--- config.mk ---
export PLATFORM = sky130hd
export DESIGN_NAME = rgb_to_hsv_converter
export DESIGN_NICKNAME = d
export VERILOG_FILES = /design/src/rtl/core/rgbhsv_pkg.sv /design/src/rtl/core/rgb_to_hsv_converter.sv /design/src/rtl/core/rgbhsv_div.sv
export SDC_FILE = /design/constraint.sdc
export NUM_CORES = 2
export LEC_CHECK = 0
export ABC_AREA = 1
export BUFFER_PORTS_ARGS = -buffer_cell sky130_fd_sc_hd__buf_2
export CORE_UTILIZATION = 59
export CTS_BUF_LIST = sky130_fd_sc_hd__clkbuf_4 sky130_fd_sc_hd__clkbuf_8
export DETAILED_ROUTE_END_ITERATION = 7
export PLACE_DENSITY_LB_ADDON = 0.3
export SETUP_SLACK_MARGIN = 0.02
export SLEW_MARGIN = 15
export SYNTH_ARGS = -nofsm -noshare
export SYNTH_HDL_FRONTEND = slang
export SYNTH_SLANG_ARGS = --single-unit
--- constraint.sdc ---
create_clock -name clk -period 22 [get_ports clk]
set_input_delay 4.4 -clock clk [delete_from_list [all_inputs] [get_ports clk]]
set_output_delay 4.4 -clock clk [all_outputs]
set_load 0.01 [all_outputs]
--- src/rtl/core/rgbhsv_pkg.sv ---
// ----------------------------------------------------------------------------
// rgbhsv_pkg: shared types and constants for the RGB to HSV converter
// Fraction width, divider geometry and the hue sector code.
// ----------------------------------------------------------------------------
package rgbhsv_pkg;

    // fraction bits of hue and saturation results
    localparam int FRAC_BITS = 16;

    // divider operand width: 6 * 255 needs 11 bits
    localparam int D_W = 11;
    // partial remainder stays below twice the divisor
    localparam int R_W = D_W + 1;
    // quotient keeps one integer bit and one extra bit for rounding
    localparam int Q_W = FRAC_BITS + 2;
    localparam int STEPS_PER_STAGE = 2;
    localparam int DIV_STAGES = (Q_W + STEPS_PER_STAGE - 1) / STEPS_PER_STAGE;

    // hue offset in sixths of a turn, set by the channel ordering
    typedef enum logic [1:0] {
        SECT_ZERO   = 2'd0,   // no swap
        SECT_NEG6   = 2'd1,   // green/blue swapped only
        SECT_NEG2   = 2'd2,   // red swapped only
        SECT_POS4   = 2'd3    // both swapped
    } sector_t;

    // data that rides alongside the dividers
    typedef struct packed {
        logic       hue_zero;
        logic       sat_zero;
        logic [7:0] value;
        logic [7:0] alpha;
    } side_t;

endpackage

--- src/rtl/core/rgb_to_hsv_converter.sv ---
// ----------------------------------------------------------------------------
// rgb_to_hsv_converter: 8-bit RGBA pixel to HSV
// Sorts the color channels, forms chroma and the hue numerator, then divides
// in two pipelined dividers to get hue and saturation.
// ----------------------------------------------------------------------------
// Usage:
//   Pixel channel: red, green, blue, alpha with pixel_valid / pixel_stall.
//   Result channel: hue, saturation, value_level, alpha_out with
//   hsv_valid / hsv_stall. A transfer happens on a clock edge with valid
//   high and stall low.
//   Throughput is one pixel per clock while pixel_stall is low. The
//   pipeline registers are: sort, chroma, numerator, nine divider stages
//   at two quotient bits each, and the output register.
//   The whole pipeline moves as one; when the result register holds a pixel
//   and hsv_stall is high, every stage holds and pixel_stall goes high, so
//   nothing is dropped or repeated. Bubbles stay in place during a stall.
//   Reset clears all valid bits; payload registers are not reset.
// ----------------------------------------------------------------------------
module rgb_to_hsv_converter (
    input  logic        clk,
    input  logic        rst_n,
    input  logic        pixel_valid,
    output logic        pixel_stall,
    input  logic [7:0]  red,
    input  logic [7:0]  green,
    input  logic [7:0]  blue,
    input  logic [7:0]  alpha,
    output logic        hsv_valid,
    input  logic        hsv_stall,
    output logic [15:0] hue,
    output logic [15:0] saturation,
    output logic [7:0]  value_level,
    output logic [7:0]  alpha_out
);

    logic advance;

    // stage 1: ordered channels
    logic                  s1_valid_reg;
    logic [7:0]            s1_c0_reg, s1_c1_reg, s1_c2_reg, s1_alpha_reg;
    rgbhsv_pkg::sector_t   s1_sect_reg;
    logic [7:0]            s1_c0_next, s1_c1_next, s1_c2_next;
    rgbhsv_pkg::sector_t   s1_sect_next;

    // stage 2: chroma and channel difference
    logic                  s2_valid_reg;
    logic [7:0]            s2_chroma_reg, s2_c0_reg, s2_alpha_reg;
    logic [8:0]            s2_diff_reg;
    rgbhsv_pkg::sector_t   s2_sect_reg;
    logic [7:0]            s2_chroma_next;
    logic [8:0]            s2_diff_next;

    // stage 3: divider operands
    logic                         s3_valid_reg;
    logic [rgbhsv_pkg::D_W-1:0]   s3_hnum_reg, s3_hden_reg, s3_snum_reg, s3_sden_reg;
    rgbhsv_pkg::side_t            s3_side_reg;
    logic [rgbhsv_pkg::D_W:0]     s3_hnum_next;
    logic [rgbhsv_pkg::D_W:0]     chroma_w, diff_w;

    // divider stages
    logic                         div_valid_reg [rgbhsv_pkg::DIV_STAGES];
    rgbhsv_pkg::side_t            side_reg [rgbhsv_pkg::DIV_STAGES];
    logic [rgbhsv_pkg::Q_W-1:0]   hue_quo, sat_quo;
    logic [rgbhsv_pkg::Q_W-1:0]   hue_rnd, sat_rnd;
    rgbhsv_pkg::side_t            side_last;

    // output
    logic        out_valid_reg;
    logic [15:0] hue_reg, sat_reg, hue_next, sat_next;
    logic [7:0]  value_reg, alpha_reg;

    assign advance     = !out_valid_reg || !hsv_stall;
    assign pixel_stall = !advance;

    // ---------------- stage 1: two conditional swaps ----------------
    always_comb
    begin
        logic [7:0] hi_gb;
        logic [7:0] lo_gb;
        logic       swap_gb;
        logic       swap_r;
        swap_gb = green < blue;
        hi_gb   = swap_gb ? blue : green;
        lo_gb   = swap_gb ? green : blue;
        swap_r  = red < hi_gb;
        s1_c0_next = swap_r ? hi_gb : red;
        s1_c1_next = swap_r ? red : hi_gb;
        s1_c2_next = lo_gb;
        case ({swap_r, swap_gb})
            2'b00:   s1_sect_next = rgbhsv_pkg::SECT_ZERO;
            2'b01:   s1_sect_next = rgbhsv_pkg::SECT_NEG6;
            2'b10:   s1_sect_next = rgbhsv_pkg::SECT_NEG2;
            2'b11:   s1_sect_next = rgbhsv_pkg::SECT_POS4;
            default: s1_sect_next = rgbhsv_pkg::SECT_ZERO;
        endcase
    end

    always_ff @(posedge clk)
    begin
        if (advance)
        begin
            s1_c0_reg    <= s1_c0_next;
            s1_c1_reg    <= s1_c1_next;
            s1_c2_reg    <= s1_c2_next;
            s1_sect_reg  <= s1_sect_next;
            s1_alpha_reg <= alpha;
        end
    end

    // ---------------- stage 2: chroma ----------------
    always_comb
    begin
        logic [7:0] lo;
        lo             = (s1_c1_reg < s1_c2_reg) ? s1_c1_reg : s1_c2_reg;
        s2_chroma_next = s1_c0_reg - lo;
        s2_diff_next   = {1'b0, s1_c1_reg} - {1'b0, s1_c2_reg};
    end

    always_ff @(posedge clk)
    begin
        if (advance)
        begin
            s2_chroma_reg <= s2_chroma_next;
            s2_diff_reg   <= s2_diff_next;
            s2_sect_reg   <= s1_sect_reg;
            s2_c0_reg     <= s1_c0_reg;
            s2_alpha_reg  <= s1_alpha_reg;
        end
    end

    // ---------------- stage 3: |K*C + d| and 6*C ----------------
    // every sector gives a result in 0..6C, so modular arithmetic is exact
    assign chroma_w = {{(rgbhsv_pkg::D_W-7){1'b0}}, s2_chroma_reg};
    assign diff_w   = {{(rgbhsv_pkg::D_W-8){s2_diff_reg[8]}}, s2_diff_reg};

    always_comb
    begin
        case (s2_sect_reg)
            rgbhsv_pkg::SECT_ZERO: s3_hnum_next = diff_w;
            rgbhsv_pkg::SECT_NEG6: s3_hnum_next = (chroma_w << 2) + (chroma_w << 1) - diff_w;
            rgbhsv_pkg::SECT_NEG2: s3_hnum_next = (chroma_w << 1) - diff_w;
            rgbhsv_pkg::SECT_POS4: s3_hnum_next = (chroma_w << 2) + diff_w;
            default:               s3_hnum_next = diff_w;
        endcase
    end

    always_ff @(posedge clk)
    begin
        if (advance)
        begin
            s3_hnum_reg <= s3_hnum_next[rgbhsv_pkg::D_W-1:0];
            s3_hden_reg <= chroma_w[rgbhsv_pkg::D_W-1:0] * 3'd6;
            s3_snum_reg <= chroma_w[rgbhsv_pkg::D_W-1:0];
            s3_sden_reg <= {{(rgbhsv_pkg::D_W-8){1'b0}}, s2_c0_reg};
            s3_side_reg.hue_zero <= (s2_chroma_reg == 8'd0);
            s3_side_reg.sat_zero <= (s2_c0_reg == 8'd0);
            s3_side_reg.value    <= s2_c0_reg;
            s3_side_reg.alpha    <= s2_alpha_reg;
        end
    end

    // ---------------- dividers ----------------
    rgbhsv_div u_hue_div (
        .clk     (clk),
        .advance (advance),
        .num     (s3_hnum_reg),
        .den     (s3_hden_reg),
        .quo     (hue_quo)
    );

    rgbhsv_div u_sat_div (
        .clk     (clk),
        .advance (advance),
        .num     (s3_snum_reg),
        .den     (s3_sden_reg),
        .quo     (sat_quo)
    );

    always_ff @(posedge clk)
    begin
        if (advance)
        begin
            for (int i = 0; i < rgbhsv_pkg::DIV_STAGES; i++)
            begin
                if (i == 0)
                begin
                    side_reg[i] <= s3_side_reg;
                end
                else
                begin
                    side_reg[i] <= side_reg[i-1];
                end
            end
        end
    end

    assign side_last = side_reg[rgbhsv_pkg::DIV_STAGES-1];

    // ---------------- output: round half up, wrap / clamp ----------------
    assign hue_rnd = hue_quo + 1'b1;
    assign sat_rnd = sat_quo + 1'b1;

    always_comb
    begin
        if (side_last.hue_zero)
        begin
            hue_next = '0;
        end
        else
        begin
            hue_next = hue_rnd[rgbhsv_pkg::FRAC_BITS:1];
        end

        if (side_last.sat_zero)
        begin
            sat_next = '0;
        end
        else if (sat_rnd[rgbhsv_pkg::FRAC_BITS+1])
        begin
            sat_next = '1;
        end
        else
        begin
            sat_next = sat_rnd[rgbhsv_pkg::FRAC_BITS:1];
        end
    end

    always_ff @(posedge clk)
    begin
        if (advance)
        begin
            hue_reg   <= hue_next;
            sat_reg   <= sat_next;
            value_reg <= side_last.value;
            alpha_reg <= side_last.alpha;
        end
    end

    // ---------------- valid chain ----------------
    always_ff @(posedge clk or negedge rst_n)
    begin
        if (!rst_n)
        begin
            s1_valid_reg  <= 1'b0;
            s2_valid_reg  <= 1'b0;
            s3_valid_reg  <= 1'b0;
            out_valid_reg <= 1'b0;
            for (int i = 0; i < rgbhsv_pkg::DIV_STAGES; i++)
            begin
                div_valid_reg[i] <= 1'b0;
            end
        end
        else if (advance)
        begin
            s1_valid_reg <= pixel_valid;
            s2_valid_reg <= s1_valid_reg;
            s3_valid_reg <= s2_valid_reg;
            for (int i = 0; i < rgbhsv_pkg::DIV_STAGES; i++)
            begin
                if (i == 0)
                begin
                    div_valid_reg[i] <= s3_valid_reg;
                end
                else
                begin
                    div_valid_reg[i] <= div_valid_reg[i-1];
                end
            end
            out_valid_reg <= div_valid_reg[rgbhsv_pkg::DIV_STAGES-1];
        end
    end

    assign hsv_valid   = out_valid_reg;
    assign hue         = hue_reg;
    assign saturation  = sat_reg;
    assign value_level = value_reg;
    assign alpha_out   = alpha_reg;

endmodule

--- src/rtl/core/rgbhsv_div.sv ---
// ----------------------------------------------------------------------------
// rgbhsv_div: pipelined restoring divider
// Gives floor(num * 2^(Q_W-1) / den) for num <= den, a fixed number of
// quotient bits per register stage. Advances only when enabled.
// ----------------------------------------------------------------------------
module rgbhsv_div (
    input  logic                         clk,
    input  logic                         advance,
    input  logic [rgbhsv_pkg::D_W-1:0]   num,
    input  logic [rgbhsv_pkg::D_W-1:0]   den,
    output logic [rgbhsv_pkg::Q_W-1:0]   quo
);

    logic [rgbhsv_pkg::R_W-1:0] rem_reg [rgbhsv_pkg::DIV_STAGES];
    logic [rgbhsv_pkg::Q_W-1:0] quo_reg [rgbhsv_pkg::DIV_STAGES];
    logic [rgbhsv_pkg::D_W-1:0] den_reg [rgbhsv_pkg::DIV_STAGES];

    genvar gi;
    generate
        for (gi = 0; gi < rgbhsv_pkg::DIV_STAGES; gi++)
        begin : g_stage
            logic [rgbhsv_pkg::R_W-1:0] rem_in;
            logic [rgbhsv_pkg::Q_W-1:0] quo_in;
            logic [rgbhsv_pkg::D_W-1:0] den_in;
            logic [rgbhsv_pkg::R_W-1:0] rem_next;
            logic [rgbhsv_pkg::Q_W-1:0] quo_next;

            if (gi == 0)
            begin : g_first
                assign rem_in = {1'b0, num};
                assign quo_in = '0;
                assign den_in = den;
            end
            else
            begin : g_rest
                assign rem_in = rem_reg[gi-1];
                assign quo_in = quo_reg[gi-1];
                assign den_in = den_reg[gi-1];
            end

            // after the first stage the remainder arrives already doubled; compare, subtract, shift
            always_comb
            begin
                rem_next = rem_in;
                quo_next = quo_in;
                for (int s = 0; s < rgbhsv_pkg::STEPS_PER_STAGE; s++)
                begin
                    if (rem_next >= {1'b0, den_in})
                    begin
                        rem_next = rem_next - {1'b0, den_in};
                        quo_next = {quo_next[rgbhsv_pkg::Q_W-2:0], 1'b1};
                    end
                    else
                    begin
                        quo_next = {quo_next[rgbhsv_pkg::Q_W-2:0], 1'b0};
                    end
                    rem_next = {rem_next[rgbhsv_pkg::R_W-2:0], 1'b0};
                end
            end

            always_ff @(posedge clk)
            begin
                if (advance)
                begin
                    rem_reg[gi] <= rem_next;
                    quo_reg[gi] <= quo_next;
                    den_reg[gi] <= den_in;
                end
            end
        end
    endgenerate

    assign quo = quo_reg[rgbhsv_pkg::DIV_STAGES-1];

endmodule
[Yosys cells after proc, flatten, opt, wreduce, memory -nomap -nowiden]
Memory sizes are Yosys's and may differ from the RTL's.
Cells that the tools add are included.
Word-level totals
  register bits after elaboration: 177
  bits in latches: 0
  bits in writable memories: 882
  memory bits (read-only): 0
  input port bits: 36
  memories kept: 7
Operators by class
  add/subtract/negate cells: 44
  multiply operators: 1
  div/mod/pow operators: 0
  order comparisons: 39
  eq/ne operators: 6
  shift operators: 0
  mux-type cells: 82
  bitwise gates (word level): 0
  reduce and logical (&&, ||, !) cells: 8
Memory list
  side_reg: words 9, width 18, rd ports 9, clocked after Yosys merged registers in 0, wr ports 9, RTL line rgb_to_hsv_converter.sv:62  | rgbhsv_pkg::side_t side_reg [rgbhsv_pkg::DIV_STAGES];
  u_hue_div.quo_reg: words 9, width 18, rd ports 9, clocked after Yosys merged registers in 0, wr ports 9, RTL line rgbhsv_div.sv:15  | logic [rgbhsv_pkg::Q_W-1:0] quo_reg [rgbhsv_pkg::DIV_STAGES];
  u_sat_div.quo_reg: words 9, width 18, rd ports 9, clocked after Yosys merged registers in 0, wr ports 9, RTL line rgbhsv_div.sv:15
  u_hue_div.den_reg: words 9, width 11, rd ports 8, clocked after Yosys merged registers in 0, wr ports 9, RTL line rgbhsv_div.sv:16  | logic [rgbhsv_pkg::D_W-1:0] den_reg [rgbhsv_pkg::DIV_STAGES];
  u_hue_div.rem_reg: words 9, width 11, rd ports 8, clocked after Yosys merged registers in 0, wr ports 9, RTL line rgbhsv_div.sv:14  | logic [rgbhsv_pkg::R_W-1:0] rem_reg [rgbhsv_pkg::DIV_STAGES];
  u_sat_div.den_reg: words 9, width 11, rd ports 8, clocked after Yosys merged registers in 0, wr ports 9, RTL line rgbhsv_div.sv:16
  1 more memories
Operators by type and width (number)
  greater-or-equal comparator 12 x 11 -> 1 bit: 33
  two-way mux 11 bit: 36
  subtractor 11 bit: 35
  one-hot mux 11 bit (4 select lines): 1
  two-way mux 8 bit: 5
  two-way mux 1 bit: 38
  less-than comparator 8 bit: 3
  adder 18 x 1 -> 18 bit, second input constant: 1
  subtractor 8 x 8 -> 9 bit: 2
  adder 17 x 1 -> 17 bit, second input constant: 1
  zero test 8 bit: 2
  two-way mux 16 bit: 1
  greater-or-equal comparator 12 x 8 -> 1 bit: 1
  adder 10 x 9 -> 11 bit: 1
  adder 11 x 9 -> 11 bit: 1
  greater-or-equal comparator 11 bit: 1
  subtractor 10 x 9 -> 11 bit: 1
  subtractor 11 x 8 -> 11 bit: 1
  multiplier 8 x 2 -> 10 bit, second input constant: 1
  equality test 2 bit, second input constant: 4
  greater-or-equal comparator 8 bit: 1
  one-hot mux 2 bit (4 select lines): 1
  subtractor 8 bit: 1
  equality test 2 x 1 -> 1 bit, second input constant: 2
  3 further kinds: 6

[Longest topological paths before layout]
  depth after elaboration: 5
  depth in mapped cells: 26

[By module]
Synthesis repeated with hierarchy kept, for this count alone.
Unflattened totals
  cells, all modules: 6313
  area, all modules: 56256.5 um^2
Modules (own cells, without submodules)
  rgbhsv_div (u_sat_div): instances 1, cells an instance 2610, area an instance 20923.8 um^2
  rgbhsv_div (u_hue_div): instances 1, cells an instance 2564, area an instance 20606.0 um^2
  rgb_to_hsv_converter: instances 1, cells an instance 1139, area an instance 14726.6 um^2

[Worst setup path after synthesis]
No wires, ideal clock.
  path kind: in2reg
  start: in hsv_stall
  end: reg alpha_reg[0], in the netlist alpha_out[0], enable pin
  data arrival time: 24723 ps
  slack: -4121 ps
  stages: 2
  buffers on the path: 1
  path through: nand2_1 clkbuf_1
Between the ends
  longest elaborated chain between the ends: 2
Ends and longest elaborated chain
  from (decl): RTL line rgb_to_hsv_converter.sv:29  | input logic hsv_stall,
  zero test 1 bit: RTL line rgb_to_hsv_converter.sv:72  | assign advance = !out_valid_reg || !hsv_stall;
  logical OR 1 bit: RTL line rgb_to_hsv_converter.sv:72
  to (signal assigned): RTL line rgb_to_hsv_converter.sv:235  | alpha_reg <= side_last.alpha;
  to (decl): RTL line rgb_to_hsv_converter.sv:70  | logic [7:0] value_reg, alpha_reg;
Every way passes these cells.
A chain may end at the register's enable or synchronous reset.

[Final worst setup path]
  start: in hsv_stall
  end: out pixel_stall
Between the ends
  longest elaborated chain between the ends: 3
Ends and longest elaborated chain
  zero test 1 bit: RTL line rgb_to_hsv_converter.sv:72
  logical OR 1 bit: RTL line rgb_to_hsv_converter.sv:72
  zero test 1 bit: RTL line rgb_to_hsv_converter.sv:73  | assign pixel_stall = !advance;
  to (decl): RTL line rgb_to_hsv_converter.sv:23  | output logic pixel_stall,
Every way passes these cells.

==> flow_summary_export.csv <==
group,metric,value,unit
run_status,outcome,"finished, final reports clean",
place,routabilityCongestion,0.9146,
yosys,synth_edf_count,744,
timing,slew_viol_final,0,
worst_setup_path,slowest_delay,0.59,ns
worst_setup_path,cp.arrival,5.74,ns
yosys,yosysSeqAreaShare,50.11,%
yosys,async_reset_ff_share,1.717,%
global_route,grt_max_degree,157,
yosys,synth.area.top_cells,"edfxtp_1 49%, ha_1 11%, nand2_1 9.2%",
clocking,path_clk_slew,0.06,ns
timing,hold_viol_final,0,
clocking,clk_latency,0.79,ns
yosys,synth_largest_area_cell,"edfxtp_1",
clocking,post-cts-setup-buffer-count,0,
finish,layout-drive-gt1-share,9.048,%
routing,drt-pass1-iter-count,5,
global_route,grt_pass1_vias,30889,
floorplan,core-area,75950,um2
routing,drc,0,
worst_setup_path,end_kind,"output pin",
clocking,cts_inserted_buffers,130,
timing,rsz0062_at_grt,"false",
routing,wl,86970,um
yosys,synth_nets,5106,
worst_setup_path,worst-path-max-fanout,69,
timing,setup-tns-final,0,ns
routing,routed_via_density,5.355,
clocking,htree_num_levels,4,
timing,tightest_slew,1.112,ns
global_route,antenna_found_initial,1,
timing,setup_violations,0,
yosys,synthFlopType,"edfxtp_1",
hold_path,holdCritPathClass,"reg2reg",
yosys,syn_avg_cell_area,9.725,um2
floorplan,die_h,278.9,um
floorplan,top_level_ports,86,
place,dp.final_hpwl,65000,um
yosys,synth_area,45230,um2
global_route,grt_use_total,22.85,%
worst_setup_path,critPathKind,"in2out",
timing,fin_crit_sh,46.07,%
yosys,synth_cell_type_count,72,
timing,slew_headroom,25.85,%
timing,finalClockSkew,0.03860,ns
worst_setup_path,critical_path_required,17.60,ns
floorplan,start_util,59.56,%
yosys,netlist_instances,4651,
routing,vias,31924,
finish,largest_register_ffs,162,
worst_setup_path,path_buf_inv,3,
clocking,hold_buffers,0,
timing,max_freq,0.09866,GHz
clocking,cts-root-buf,"clkbuf_8",
job,max_cap_violations,0,
worst_setup_path,startpoint_type,"input pin",
clocking,clock-sinks,757,
yosys,synth.top_cell.area_share,49.39,%
floorplan,dieWidth,278.9,um
clocking,ctsLongestPathBuffers,3,
worst_setup_path,path_common_cell,"buf_2",
finish,area_growth,9.330,%
floorplan,die-area,77780,um2
routing,drtIter0Drc,1916,
worst_setup_path,cpLargestDelayFamily,"buffers and inverters",
worst_setup_path,cp_cell_sequence,"buf_2 > nand2_4 > inv_1 > buf_2",
global_route,overflow,0,
routing,final_antenna_net_count,0,
worst_setup_path,critical_path.slowest_cell,"nand2_4",
finish,num-nets-final,5284,
global_route,grt_pass1_wl,145700,um
clocking,cts_resized,0,
place,numPortBuffers,85,
yosys,yosys_warnings,0,
timing,period_needed,10.14,ns
floorplan,rows,101,
routing,wl_per_cell,14.59,um
yosys,ys_ff_latch,757,
clocking,cts_tree,"done",
[through the flow]
stage	util [%]	cell area, um2	std cells	hold WS (ns)	setup slack [ns]
floorplan	-	45230	4651	0.4003	7.231
global placement	61.56	46760	5726	0.4003	11.82
detailed placement	61.56	46760	5726	0.4045	11.81
CTS	65.10	49440	5958	0.4065	11.81
global route	65.11	49450	5961	0.4093	11.71
finish	65.11	49450	5961	0.4023	11.86
[cell type report]
| type | instances | area, um2 |
|---|---|---|
| well taps | 1030 | 1289 |
| fillers | 6208 | 26500 |
| flip-flops and latches | 757 | 22670 |
| inverters | 589 | 2216 |
| multi-input cells | 3257 | 20090 |
| repair buffers | 94 | 505.5 |
| diodes | 2 | 5.005 |
| clock inverters | 73 | 669.4 |
| clock buffers | 159 | 2013 |
[worst paths after layout]
check	from	to	slack, ns	depth (start not counted)
max in group asynchronous	rst_n	div_valid_reg[8]	18.28	1
min in group asynchronous	rst_n	div_valid_reg[1]	3.50	1
min reg2reg	u_hue_div.quo_reg[0][111]	u_hue_div.quo_reg[0][131]	0.40	0
min	u_hue_div.quo_reg[0][111]	u_hue_div.quo_reg[0][131]	0.40	0
max	hsv_stall	pixel_stall	11.86	4
max reg2reg	hsv_valid	s3_side_reg[0]	17.19	5
[metal layers]
metal | vias up | track usage (%) | wire length, um
met4 | 0 | 8.608 | 2521
met5 | - | 0 | 0
met3 | 186 | 3.799 | 3786
met1 | 14699 | 29.49 | 39180
met2 | 667 | 38.67 | 41480
li1 | 16372 | - | -
[kinds of logic (layout without fill, tap and decap cells)]
group / Yosys count / after routing / synth area share [%]
adders and majority gates: 419 / 419 / 12.15
buffers and inverters: 637 / 915 / 5.494
DFF: 757 / 757 / 50.11
xor gates and xnor gates: 275 / 275 / 5.416
and+or+nand+nor: 1826 / 1826 / 17.46
other: 0 / 2 / 0
AOI/OAI and AO/OA: 737 / 737 / 9.363
[worst reg2reg max path: stages (launching register included)]
cell     delay (ns)
dfrtp_1        0.40
nand2_4        0.61
buf_4          0.82
buf_4          0.82
buf_4          0.85
buf_4          0.88
[cells in the final DEF, fill, tap and decap left out, drive strengths merged, types with 70 or more instances in the layout]
| cell type | n |
|---|---|
| nand2 | 1134 |
| o21ai | 296 |
| inv | 595 |
| xor2 | 187 |
| nand3 | 280 |
| nand4 | 70 |
| clkbuf | 159 |
| edfxtp | 744 |
| ha | 385 |
| nor2 | 230 |
| xnor2 | 88 |
| a21oi | 283 |
| buf | 94 |
[synth_stat cells, types with 24 or more instances]
cell         n
inv_2       29
o21ai_1     30
o21ai_0    250
nand4_1     70
nor2_1     210
nand2_1   1112
o21bai_1    32
xnor2_1     87
ha_1       385
or2_2       24
edfxtp_1   744
fa_1        34
xor2_1     184
inv_1      556
a21o_1      26
a21oi_1    276
a31oi_1     26
nor3_1      52
nand3_1    268
Power is not shown: default switching activity piles up to over one toggle a cycle in this logic, so the estimate is an artifact.
